File: config.mk
export PLATFORM = sky130hd
export DESIGN_NAME = diff_drive_odometry_step_top
export DESIGN_NICKNAME = d
export VERILOG_FILES = /design/src/rtl/ddo_pkg.sv /design/src/rtl/diff_drive_odometry_step_top.sv /design/src/rtl/ddo_div.sv
export SDC_FILE = /design/constraint.sdc
export NUM_CORES = 2
export LEC_CHECK = 0
export BUFFER_PORTS_ARGS = -buffer_cell sky130_fd_sc_hd__buf_2
export CELL_PAD_IN_SITES_DETAIL_PLACEMENT = 1
export CELL_PAD_IN_SITES_GLOBAL_PLACEMENT = 1
export CORE_MARGIN = 3
export CORE_UTILIZATION = 46
export DETAILED_ROUTE_END_ITERATION = 8
export MAX_ROUTING_LAYER = met4
export PLACE_DENSITY = 0.85
export SETUP_SLACK_MARGIN = 0.2
export SLEW_MARGIN = 10
export SYNTH_ARGS = -nofsm -noshare
export SYNTH_HDL_FRONTEND = slang
export SYNTH_SLANG_ARGS = --single-unit
File: constraint.sdc
create_clock -name clk -period 22.1 [get_ports clk]
set_clock_uncertainty 0.2 [all_clocks]
set_input_delay 1.105 -clock clk [delete_from_list [all_inputs] [get_ports clk]]
set_output_delay 1.105 -clock clk [all_outputs]
set_load 0.02 [all_outputs]
File: src/rtl/ddo_pkg.sv
`timescale 1ns / 1ps

package ddo_pkg;

    // register reset values
    localparam logic [14:0] AXIS_LENGTH_RESET = 15'd1802;
    localparam logic [14:0] MAX_SPEED_RESET   = 15'd4096;
    localparam logic [15:0] TIME_STEP_RESET   = 16'd655;

    // configuration register indexes
    typedef enum logic [1:0] {
        REG_AXIS_LENGTH = 2'd0,
        REG_MAX_SPEED   = 2'd1,
        REG_TIME_STEP   = 2'd2
    } cfg_reg_t;

    // divider geometry: quotients stay below 2^DIV_QUOT_W
    localparam int DIV_NUM_W  = 36;
    localparam int DIV_DEN_W  = 19;
    localparam int DIV_QUOT_W = 20;

    typedef logic signed [19:0] angle_t;

    localparam angle_t PI_Q13      = 20'sd25736;
    localparam angle_t TWO_PI_Q13  = 20'sd51472;
    localparam angle_t PI_Q14      = 20'sd51472;
    localparam angle_t TWO_PI_Q14  = 20'sd102944;
    localparam angle_t PI_Q16      = 20'sd205887;
    localparam angle_t HALF_PI_Q16 = 20'sd102944;

    localparam logic signed [32:0] CORDIC_K_Q30 = 33'sd652032875;
    localparam int CORDIC_STEPS = 17;

    function automatic angle_t atan_q16(input logic [4:0] idx);
        angle_t r;
        case (idx)
            5'd0:    r = 20'sd51472;
            5'd1:    r = 20'sd30386;
            5'd2:    r = 20'sd16055;
            5'd3:    r = 20'sd8150;
            5'd4:    r = 20'sd4091;
            5'd5:    r = 20'sd2047;
            5'd6:    r = 20'sd1024;
            5'd7:    r = 20'sd512;
            5'd8:    r = 20'sd256;
            5'd9:    r = 20'sd128;
            5'd10:   r = 20'sd64;
            5'd11:   r = 20'sd32;
            5'd12:   r = 20'sd16;
            5'd13:   r = 20'sd8;
            5'd14:   r = 20'sd4;
            5'd15:   r = 20'sd2;
            5'd16:   r = 20'sd1;
            default: r = 20'sd0;
        endcase
        return r;
    endfunction

    // truncating remainder, then fold into [-pi, pi]; input stays below three turns
    function automatic angle_t wrap_angle(input angle_t a, input angle_t two_pi,
                                          input angle_t pi);
        angle_t r;
        r = a;
        if (r >= two_pi)
        begin
            r = r - two_pi;
        end
        if (r >= two_pi)
        begin
            r = r - two_pi;
        end
        if (r <= -two_pi)
        begin
            r = r + two_pi;
        end
        if (r <= -two_pi)
        begin
            r = r + two_pi;
        end
        if (r > pi)
        begin
            r = r - two_pi;
        end
        if (r < -pi)
        begin
            r = r + two_pi;
        end
        return r;
    endfunction

endpackage

File: src/rtl/diff_drive_odometry_step_top.sv
`timescale 1ns / 1ps
// when the wheels are limited, two extra scaling steps run, each a multiply and a 20-step division
// (one for each wheel); the shared multiplier, the 20-step divider and the 17-step cordic loop
// are used in turn for each word
// one word is in work at a time; a finished word waits in the output register
// reset clears pose and heading to zero and loads the register defaults

module diff_drive_odometry_step_top
(
    input  logic               clk,
    input  logic               rst_n,
    input  logic               in_valid,
    output logic               in_ready,
    input  logic signed [15:0] command_speed,
    input  logic signed [15:0] command_turn_rate,
    output logic               out_valid,
    input  logic               out_ready,
    output logic signed [31:0] pose_x,
    output logic signed [31:0] pose_y,
    output logic signed [15:0] pose_heading,
    output logic signed [15:0] left_wheel_speed,
    output logic signed [15:0] right_wheel_speed,
    output logic               speed_limited,
    input  logic               cfg_valid,
    output logic               cfg_ready,
    input  logic [1:0]         cfg_index,
    input  logic [15:0]        cfg_data
);

    typedef enum logic [22:0] {
        ST_IDLE     = 23'd1 << 0,
        ST_HALF_MUL = 23'd1 << 1,
        ST_WHEELS   = 23'd1 << 2,
        ST_LIMIT    = 23'd1 << 3,
        ST_SMUL     = 23'd1 << 4,
        ST_SDIV0    = 23'd1 << 5,
        ST_SDIV     = 23'd1 << 6,
        ST_DMUL     = 23'd1 << 7,
        ST_DDIV0    = 23'd1 << 8,
        ST_DDIV     = 23'd1 << 9,
        ST_MID      = 23'd1 << 10,
        ST_CINIT    = 23'd1 << 11,
        ST_CORDIC   = 23'd1 << 12,
        ST_CFIX     = 23'd1 << 13,
        ST_PMUL     = 23'd1 << 14,
        ST_PSAVE    = 23'd1 << 15,
        ST_HI       = 23'd1 << 16,
        ST_LO       = 23'd1 << 17,
        ST_ACC      = 23'd1 << 18,
        ST_RND      = 23'd1 << 19,
        ST_POS      = 23'd1 << 20,
        ST_HEAD     = 23'd1 << 21,
        ST_DONE     = 23'd1 << 22
    } state_t;

    state_t state_reg, state_next;

    logic [14:0] axis_reg, max_reg;
    logic [15:0] dt_reg;
    logic [14:0] axis_eff;

    logic signed [31:0] x_reg, y_reg;
    logic signed [15:0] h_reg;
    logic signed [15:0] u_reg, w_reg;
    logic signed [19:0] left_reg, right_reg;
    logic [18:0]        m_reg;
    logic               limited_reg;
    logic               side_reg;
    logic               coord_reg;
    logic               neg_reg;
    logic signed [19:0] dbeta_reg;
    logic signed [32:0] cx_reg, cy_reg;
    ddo_pkg::angle_t    cz_reg;
    logic               flip_reg;
    logic [4:0]         cnt_reg;
    logic signed [33:0] p_reg;
    logic signed [65:0] acc_reg;
    logic signed [53:0] prod_reg;

    logic signed [31:0] ox_reg, oy_reg;
    logic signed [15:0] oh_reg, ol_reg, or_reg;
    logic               olim_reg, out_valid_reg;

    logic signed [35:0] mul_a;
    logic signed [17:0] mul_b;

    logic signed [31:0] half_sum;
    logic signed [19:0] half_w;
    logic signed [19:0] abs_l, abs_r;
    logic signed [20:0] wheel_diff, wheel_sum;
    logic signed [53:0] prod_abs;
    logic signed [19:0] wheel_sel;
    logic signed [32:0] coord_c;

    logic                             div_start;
    logic [ddo_pkg::DIV_NUM_W-1:0]    div_num;
    logic [ddo_pkg::DIV_DEN_W-1:0]    div_den;
    logic                             div_done;
    logic [ddo_pkg::DIV_QUOT_W-1:0]   div_quo;
    logic signed [19:0]               quo_s;

    logic signed [32:0] xs, ys;
    ddo_pkg::angle_t    atan_v;
    ddo_pkg::angle_t    mid_a;
    ddo_pkg::angle_t    head_a;
    logic signed [22:0] delta;
    logic signed [33:0] pos_sum;
    logic signed [31:0] pos_sat;

    assign axis_eff  = (axis_reg == 15'd0) ? 15'd1 : axis_reg;
    assign cfg_ready = 1'b1;
    assign in_ready  = (state_reg == ST_IDLE);

    // w*axis/2 in Q4.12, half away from zero
    assign half_sum = $signed(prod_reg[31:0]) + 32'sd4096 - {31'd0, prod_reg[31]};
    assign half_w   = 20'($signed(half_sum[31:13]));

    assign abs_l      = left_reg[19] ? -left_reg : left_reg;
    assign abs_r      = right_reg[19] ? -right_reg : right_reg;
    assign wheel_diff = 21'(right_reg) - 21'(left_reg);
    assign wheel_sum  = 21'(right_reg) + 21'(left_reg);
    assign prod_abs   = prod_reg[53] ? -prod_reg : prod_reg;
    assign wheel_sel  = side_reg ? right_reg : left_reg;
    assign coord_c    = coord_reg ? cy_reg : cx_reg;

    always_comb
    begin
        mul_a = '0;
        mul_b = '0;
        case (state_reg)
            ST_HALF_MUL:
            begin
                mul_a = 36'(w_reg);
                mul_b = 18'(axis_eff);
            end
            ST_SMUL:
            begin
                mul_a = 36'(wheel_sel);
                mul_b = 18'(max_reg);
            end
            ST_DMUL:
            begin
                mul_a = 36'(wheel_diff);
                mul_b = 18'(dt_reg);
            end
            ST_PMUL:
            begin
                mul_a = 36'(wheel_sum);
                mul_b = 18'(dt_reg);
            end
            ST_HI:
            begin
                mul_a = 36'(p_reg);
                mul_b = 18'($signed(coord_c[32:16]));
            end
            ST_LO:
            begin
                mul_a = 36'(p_reg);
                mul_b = {2'b00, coord_c[15:0]};
            end
            default:
            begin
                mul_a = '0;
                mul_b = '0;
            end
        endcase
    end

    always_ff @(posedge clk)
    begin
        prod_reg <= 54'(mul_a * mul_b);
    end

    // divider works on magnitudes, rounding bias added up front
    assign div_start = (state_reg == ST_SDIV0) || (state_reg == ST_DDIV0);
    always_comb
    begin
        if (state_reg == ST_DDIV0)
        begin
            div_num = prod_abs[35:0] + 36'({axis_eff, 2'b00});
            div_den = 19'({axis_eff, 3'b000});
        end
        else
        begin
            div_num = prod_abs[35:0] + 36'(m_reg >> 1);
            div_den = m_reg;
        end
    end

    ddo_div u_div
    (
        .clk   (clk),
        .rst_n (rst_n),
        .start (div_start),
        .num   (div_num),
        .den   (div_den),
        .done  (div_done),
        .quo   (div_quo)
    );

    assign quo_s = neg_reg ? -$signed(20'(div_quo)) : $signed(20'(div_quo));

    assign xs     = cx_reg >>> cnt_reg;
    assign ys     = cy_reg >>> cnt_reg;
    assign atan_v = ddo_pkg::atan_q16(cnt_reg);
    assign mid_a  = ddo_pkg::wrap_angle(20'(h_reg) + 20'(h_reg) + dbeta_reg,
                                        ddo_pkg::TWO_PI_Q14, ddo_pkg::PI_Q14);
    assign head_a = ddo_pkg::wrap_angle(20'(h_reg) + dbeta_reg,
                                        ddo_pkg::TWO_PI_Q13, ddo_pkg::PI_Q13);

    assign delta   = $signed(acc_reg[65:43]);
    assign pos_sum = (coord_reg ? 34'(y_reg) : 34'(x_reg)) + 34'(delta);
    always_comb
    begin
        if (!pos_sum[33] && (pos_sum[32:31] != 2'b00))
        begin
            pos_sat = 32'h7fffffff;
        end
        else if (pos_sum[33] && (pos_sum[32:31] != 2'b11))
        begin
            pos_sat = 32'h80000000;
        end
        else
        begin
            pos_sat = pos_sum[31:0];
        end
    end

    always_comb
    begin
        state_next = state_reg;
        case (state_reg)
            ST_IDLE:     state_next = in_valid ? ST_HALF_MUL : ST_IDLE;
            ST_HALF_MUL: state_next = ST_WHEELS;
            ST_WHEELS:   state_next = ST_LIMIT;
            ST_LIMIT:
            begin
                state_next = ((abs_l > abs_r ? abs_l[18:0] : abs_r[18:0]) > 19'(max_reg))
                             ? ST_SMUL : ST_DMUL;
            end
            ST_SMUL:     state_next = ST_SDIV0;
            ST_SDIV0:    state_next = ST_SDIV;
            ST_SDIV:
            begin
                if (div_done)
                begin
                    state_next = side_reg ? ST_DMUL : ST_SMUL;
                end
            end
            ST_DMUL:     state_next = ST_DDIV0;
            ST_DDIV0:    state_next = ST_DDIV;
            ST_DDIV:     state_next = div_done ? ST_MID : ST_DDIV;
            ST_MID:      state_next = ST_CINIT;
            ST_CINIT:    state_next = ST_CORDIC;
            ST_CORDIC:
            begin
                state_next = (cnt_reg == 5'(ddo_pkg::CORDIC_STEPS - 1)) ? ST_CFIX : ST_CORDIC;
            end
            ST_CFIX:     state_next = ST_PMUL;
            ST_PMUL:     state_next = ST_PSAVE;
            ST_PSAVE:    state_next = ST_HI;
            ST_HI:       state_next = ST_LO;
            ST_LO:       state_next = ST_ACC;
            ST_ACC:      state_next = ST_RND;
            ST_RND:      state_next = ST_POS;
            ST_POS:      state_next = coord_reg ? ST_HEAD : ST_HI;
            ST_HEAD:     state_next = ST_DONE;
            ST_DONE:
            begin
                if (!out_valid_reg || out_ready)
                begin
                    state_next = ST_IDLE;
                end
            end
            default:     state_next = ST_IDLE;
        endcase
    end

    always_ff @(posedge clk or negedge rst_n)
    begin
        if (!rst_n)
        begin
            state_reg     <= ST_IDLE;
            axis_reg      <= ddo_pkg::AXIS_LENGTH_RESET;
            max_reg       <= ddo_pkg::MAX_SPEED_RESET;
            dt_reg        <= ddo_pkg::TIME_STEP_RESET;
            x_reg         <= '0;
            y_reg         <= '0;
            h_reg         <= '0;
            out_valid_reg <= 1'b0;
        end
        else
        begin
            state_reg <= state_next;
            if (cfg_valid)
            begin
                case (cfg_index)
                    ddo_pkg::REG_AXIS_LENGTH: axis_reg <= cfg_data[14:0];
                    ddo_pkg::REG_MAX_SPEED:   max_reg  <= cfg_data[14:0];
                    ddo_pkg::REG_TIME_STEP:   dt_reg   <= cfg_data;
                    default:                  ;
                endcase
            end
            if ((state_reg == ST_POS) && !coord_reg)
            begin
                x_reg <= pos_sat;
            end
            if ((state_reg == ST_POS) && coord_reg)
            begin
                y_reg <= pos_sat;
            end
            if (state_reg == ST_HEAD)
            begin
                h_reg <= head_a[15:0];
            end
            if ((state_reg == ST_DONE) && (!out_valid_reg || out_ready))
            begin
                out_valid_reg <= 1'b1;
            end
            else if (out_ready)
            begin
                out_valid_reg <= 1'b0;
            end
        end
    end

    always_ff @(posedge clk)
    begin
        case (state_reg)
            ST_IDLE:
            begin
                u_reg    <= command_speed;
                w_reg    <= command_turn_rate;
                side_reg <= 1'b0;
            end
            ST_WHEELS:
            begin
                left_reg  <= 20'(u_reg) - half_w;
                right_reg <= 20'(u_reg) + half_w;
            end
            ST_LIMIT:
            begin
                m_reg       <= (abs_l > abs_r) ? abs_l[18:0] : abs_r[18:0];
                limited_reg <= ((abs_l > abs_r ? abs_l[18:0] : abs_r[18:0]) > 19'(max_reg));
            end
            ST_SDIV0, ST_DDIV0:
            begin
                neg_reg <= prod_reg[53];
            end
            ST_SDIV:
            begin
                if (div_done)
                begin
                    if (side_reg)
                    begin
                        right_reg <= quo_s;
                    end
                    else
                    begin
                        left_reg <= quo_s;
                    end
                    side_reg <= 1'b1;
                end
            end
            ST_DDIV:
            begin
                if (div_done)
                begin
                    dbeta_reg <= quo_s;
                end
            end
            ST_MID:
            begin
                cz_reg <= mid_a <<< 2;
            end
            ST_CINIT:
            begin
                // fold into the right half plane, negate the result later
                if (cz_reg > ddo_pkg::HALF_PI_Q16)
                begin
                    cz_reg   <= cz_reg - ddo_pkg::PI_Q16;
                    flip_reg <= 1'b1;
                end
                else if (cz_reg < -ddo_pkg::HALF_PI_Q16)
                begin
                    cz_reg   <= cz_reg + ddo_pkg::PI_Q16;
                    flip_reg <= 1'b1;
                end
                else
                begin
                    flip_reg <= 1'b0;
                end
                cx_reg  <= ddo_pkg::CORDIC_K_Q30;
                cy_reg  <= '0;
                cnt_reg <= '0;
            end
            ST_CORDIC:
            begin
                if (!cz_reg[19])
                begin
                    cx_reg <= cx_reg - ys;
                    cy_reg <= cy_reg + xs;
                    cz_reg <= cz_reg - atan_v;
                end
                else
                begin
                    cx_reg <= cx_reg + ys;
                    cy_reg <= cy_reg - xs;
                    cz_reg <= cz_reg + atan_v;
                end
                cnt_reg <= cnt_reg + 5'd1;
            end
            ST_CFIX:
            begin
                if (flip_reg)
                begin
                    cx_reg <= -cx_reg;
                    cy_reg <= -cy_reg;
                end
            end
            ST_PSAVE:
            begin
                p_reg     <= prod_reg[33:0];
                coord_reg <= 1'b0;
            end
            ST_LO:
            begin
                acc_reg <= 66'(prod_reg) <<< 16;
            end
            ST_ACC:
            begin
                acc_reg <= acc_reg + 66'(prod_reg);
            end
            ST_RND:
            begin
                acc_reg <= acc_reg + (66'sd1 <<< 42) - {65'd0, acc_reg[65]};
            end
            ST_POS:
            begin
                coord_reg <= 1'b1;
            end
            ST_DONE:
            begin
                if (!out_valid_reg || out_ready)
                begin
                    ox_reg   <= x_reg;
                    oy_reg   <= y_reg;
                    oh_reg   <= h_reg;
                    ol_reg   <= left_reg[15:0];
                    or_reg   <= right_reg[15:0];
                    olim_reg <= limited_reg;
                end
            end
            default:
            begin
            end
        endcase
    end

    assign out_valid         = out_valid_reg;
    assign pose_x            = ox_reg;
    assign pose_y            = oy_reg;
    assign pose_heading      = oh_reg;
    assign left_wheel_speed  = ol_reg;
    assign right_wheel_speed = or_reg;
    assign speed_limited     = olim_reg;

endmodule

File: src/rtl/ddo_div.sv
`timescale 1ns / 1ps

module ddo_div
(
    input  logic                              clk,
    input  logic                              rst_n,
    input  logic                              start,
    input  logic [ddo_pkg::DIV_NUM_W-1:0]     num,
    input  logic [ddo_pkg::DIV_DEN_W-1:0]     den,
    output logic                              done,
    output logic [ddo_pkg::DIV_QUOT_W-1:0]    quo
);

    localparam int NW = ddo_pkg::DIV_NUM_W;
    localparam int DW = ddo_pkg::DIV_DEN_W;
    localparam int QW = ddo_pkg::DIV_QUOT_W;
    localparam int CW = $clog2(QW);

    logic [DW-1:0] rem_reg;
    logic [DW-1:0] den_reg;
    logic [QW-1:0] sh_reg;
    logic [CW-1:0] cnt_reg;
    logic          busy_reg;
    logic          done_reg;

    logic [DW+1:0] trial;
    logic          qbit;

    // restoring step: one quotient bit a cycle
    assign trial = {1'b0, rem_reg, sh_reg[QW-1]} - {2'b00, den_reg};
    assign qbit  = ~trial[DW+1];

    always_ff @(posedge clk or negedge rst_n)
    begin
        if (!rst_n)
        begin
            busy_reg <= 1'b0;
            done_reg <= 1'b0;
            cnt_reg  <= '0;
        end
        else
        begin
            done_reg <= 1'b0;
            if (start)
            begin
                busy_reg <= 1'b1;
                cnt_reg  <= '0;
            end
            else if (busy_reg)
            begin
                cnt_reg <= cnt_reg + 1'b1;
                if (cnt_reg == CW'(QW - 1))
                begin
                    busy_reg <= 1'b0;
                    done_reg <= 1'b1;
                end
            end
        end
    end

    always_ff @(posedge clk)
    begin
        if (start)
        begin
            rem_reg <= DW'(num[NW-1:QW]);
            sh_reg  <= num[QW-1:0];
            den_reg <= den;
        end
        else if (busy_reg)
        begin
            rem_reg <= qbit ? trial[DW-1:0] : {rem_reg[DW-2:0], sh_reg[QW-1]};
            sh_reg  <= {sh_reg[QW-2:0], qbit};
        end
    end

    assign done = done_reg;
    assign quo  = sh_reg;

endmodule
==> run summary <==
Routed wire per std cell: 25.3 um
Final Critical Period: 15040 ps
Leak: 0.0382 uW
Synth top area share: 16.8%
ys flop type: edfxtp_1
placed insts: 12100
DPL Wire Length: 240 mm
CORE AREA: 0.183 sq mm
RSZ-0062 raised after global routing: false
CTS tree: built
DR pass1 iterations: 6
Synth Warn #: 0
Synth Register Bits: 705
Die Wd: 436 um
drc violations: 0
DR iter-0 viols: 5763
Skew-Pair Late Insertion Delay: 780 ps
Syn Nets: 11000
vias in the first global route: 82300
Pwr Density: 70.1 mW/mm^2
Max-Cap Viols: 0
Unique masters post-synth: 143
first-pass GRT wire length: 480 mm
GRT Resource Usage Total: 33.0%
Setup-failing EPs final: 0
CTS Buf Count: 87
commonest non-fill, non-tap cell in the layout: nand2_1
synthesis-to-layout area growth: 7.67%
crit path DAT: 15520 ps
hold_buf cts: 0
Vias: 75800
Synth area leader: edfxtp_1
Avg Synthesized Cell Area: 8.76 sq um
Peak VDD IR: 0.0704 mV
top cells by area, synth: edfxtp_1 17%, fa_1 14%, ha_1 9.8%, nand2_1 5.1%, xnor2_1 5.0%
Worst path max stage delay: 1110 ps
Clock transition at path regs: 60 ps
GR Overflow Total: 0
endpoints failing hold: 0
starting density of the core: 46.3%
Post-CTS Setup Repair Bufs: 0
Switching Fraction: 43.5%
Worst Max-Slew Pin Slew: 1350 ps
Worst slew margin: 9.65%
layout cell share with drive strength beyond 1: 8.51%
setup TNS: 0 ps
# rows: 157
final hold slack: 175 ps
largest net degree at the start of global routing: 92
Max Slew Vio Count: 0
routability congestion estimate: 0.968
Total Die Area: 0.190 sq mm
final std cells w/o fill: 12200
Final ANT Viol Nets: 0
WS Path Type: flop to flop
Psw: 2790 uW
Clk pwr share: 24.2%
H-tree levels: 3
Port Buf Inserts: 169
Die Ht: 436 um
commonest cells after routing, fill and taps aside: 1142 x nand2_1, 1031 x inv_1, 665 x ha_1, 662 x nor2_1, 610 x fa_1
Max Clock Freq: 66.5 MHz
ys async rst share: 22.3%
crit end category: flop
clock tree root buffer cell: clkbuf_16
final wirelength: 310 mm
EDFF count, synth: 475
maximum clock insertion buffer count: 3
P_int: 3620 uW
Final #Nets: 11000
Comb power frac: 47.8%
clock sinks: 705
final period utilization: 68.1%
antenna violations before repair: 15
Largest register FFs: 66
worst min-delay path category: input pin to asynchronous set/reset pin
worst reg2reg setup slack: 7060 ps
sequential share of the synthesized area: 23.2%
slowest CP cell: inv_1
run status: complete, no violations
sequential share of power: 28.0%
IO Pins: 171
critical path peak fanout: 22
Synth Cell Area: 0.0849 sq mm
PostCTS Resize Cnt: 0
post-synthesis cell count: 9697
Critical Path Most Common Cell: o21ai_0
CP Data Required Time: 22580 ps
startpoint types: flop
Via density: 6.20
path summary, 6_finish.rpt:
kind,cells after the start,start,to
max,49,state_reg[9],prod_reg[53]
min,1,rst_n,x_reg[12]
max reg2reg,49,state_reg[9],prod_reg[53]
min reg2reg,0,limited_reg,speed_limited
max in group asynchronous,3,rst_n,u_div.cnt_reg[1]
min in group clk,0,limited_reg,speed_limited
critical path, delay by kind of cell, from the launching register on:
kind | cells | cell delay (ps)
AOI/OAI and AO/OA | 27 | 7140
xor gates and xnor gates | 1 | 130
adders and majority gates | 8 | 2950
buffers and inverters | 5 | 1340
DFF | 1 | 410
and+or+nand+nor | 8 | 2770
cell families (layout without fill, tap and decap cells):
kind of cell | after synthesis | in the layout | synth area share (%)
AO/OA/AOI/OAI | 2375 | 2375 | 19.0
multiplexers | 245 | 245 | 3.54
XOR/XNOR | 715 | 715 | 7.47
AND/OR/NAND/NOR | 2949 | 2949 | 16.3
buffers and inverters | 1431 | 1494 | 6.40
flip-flops | 705 | 705 | 23.2
adder cells (fa/ha/maj) | 1276 | 1276 | 24.2
other | 1 | 11 | 0.00442
power groups by stage:
| stage | logic [uW] | clock network, uW | registers, uW |
|---|---|---|---|
| 3_3_place_gp | 2790 | 0 | 1810 |
| 3_5_place_dp | 2980 | 0 | 1810 |
| 2_1_floorplan | 2060 | 0 | 1710 |
| 6_report | 3060 | 1550 | 1790 |
| 4_1_cts | 3020 | 1560 | 1790 |
| 5_1_grt | 3340 | 1620 | 1790 |
area by class of cell:
cell class,count,area [sq um]
Inverter,1040,3900
Multi-Input combinational cell,7561,59900
Clock inverter,46,596
Timing Repair Buffer,291,1770
Antenna cell,10,25.0
Clock buffer,117,2440
Tap cell,2464,3080
Fill cell,21300,91800
Sequential cell,705,19700
routing by layer:
layer,GRT usage [%],vias up,share of wire [%]
met1,37.7,38200,38
met3,4.32,960,5.9
met5,-,-,0
met4,22.1,0,8.1
li1,-,33800,-
met2,54.2,2822,48
cells in the mapped netlist (60+ instances only):
cell type	count
nand3_1	155
nor3_1	191
o21ai_0	532
nand2_1	1144
fa_1	610
nor2_1	664
xnor2_1	488
a22oi_1	63
a211oi_1	89
or3_1	66
a21oi_1	562
inv_1	1032
xor2_1	219
mux2i_1	103
mux2_2	106
clkbuf_1	334
dfxtp_1	73
dfrtp_1	144
a31oi_1	78
nor2b_1	133
o21a_1	82
a21o_1	115
o21bai_1	120
and3_1	74
and2_1	112
edfxtp_1	475
nand2b_1	99
o31ai_1	60
ha_1	665
metrics by stage:
stage          total power [uW]  area, sq um  utilization [%]  setup WS [ps]
2_1_floorplan              3770        84900                -           9670
3_3_place_gp               4600        88400             48.2           7950
3_5_place_dp               4790        88400             48.2           7330
4_1_cts                    6370        91400             49.9           7310
5_1_grt                    6750        91400             49.9           6010
6_report                   6410        91400             49.9           7060
Note: power is estimated with default switching activity, not from simulation.
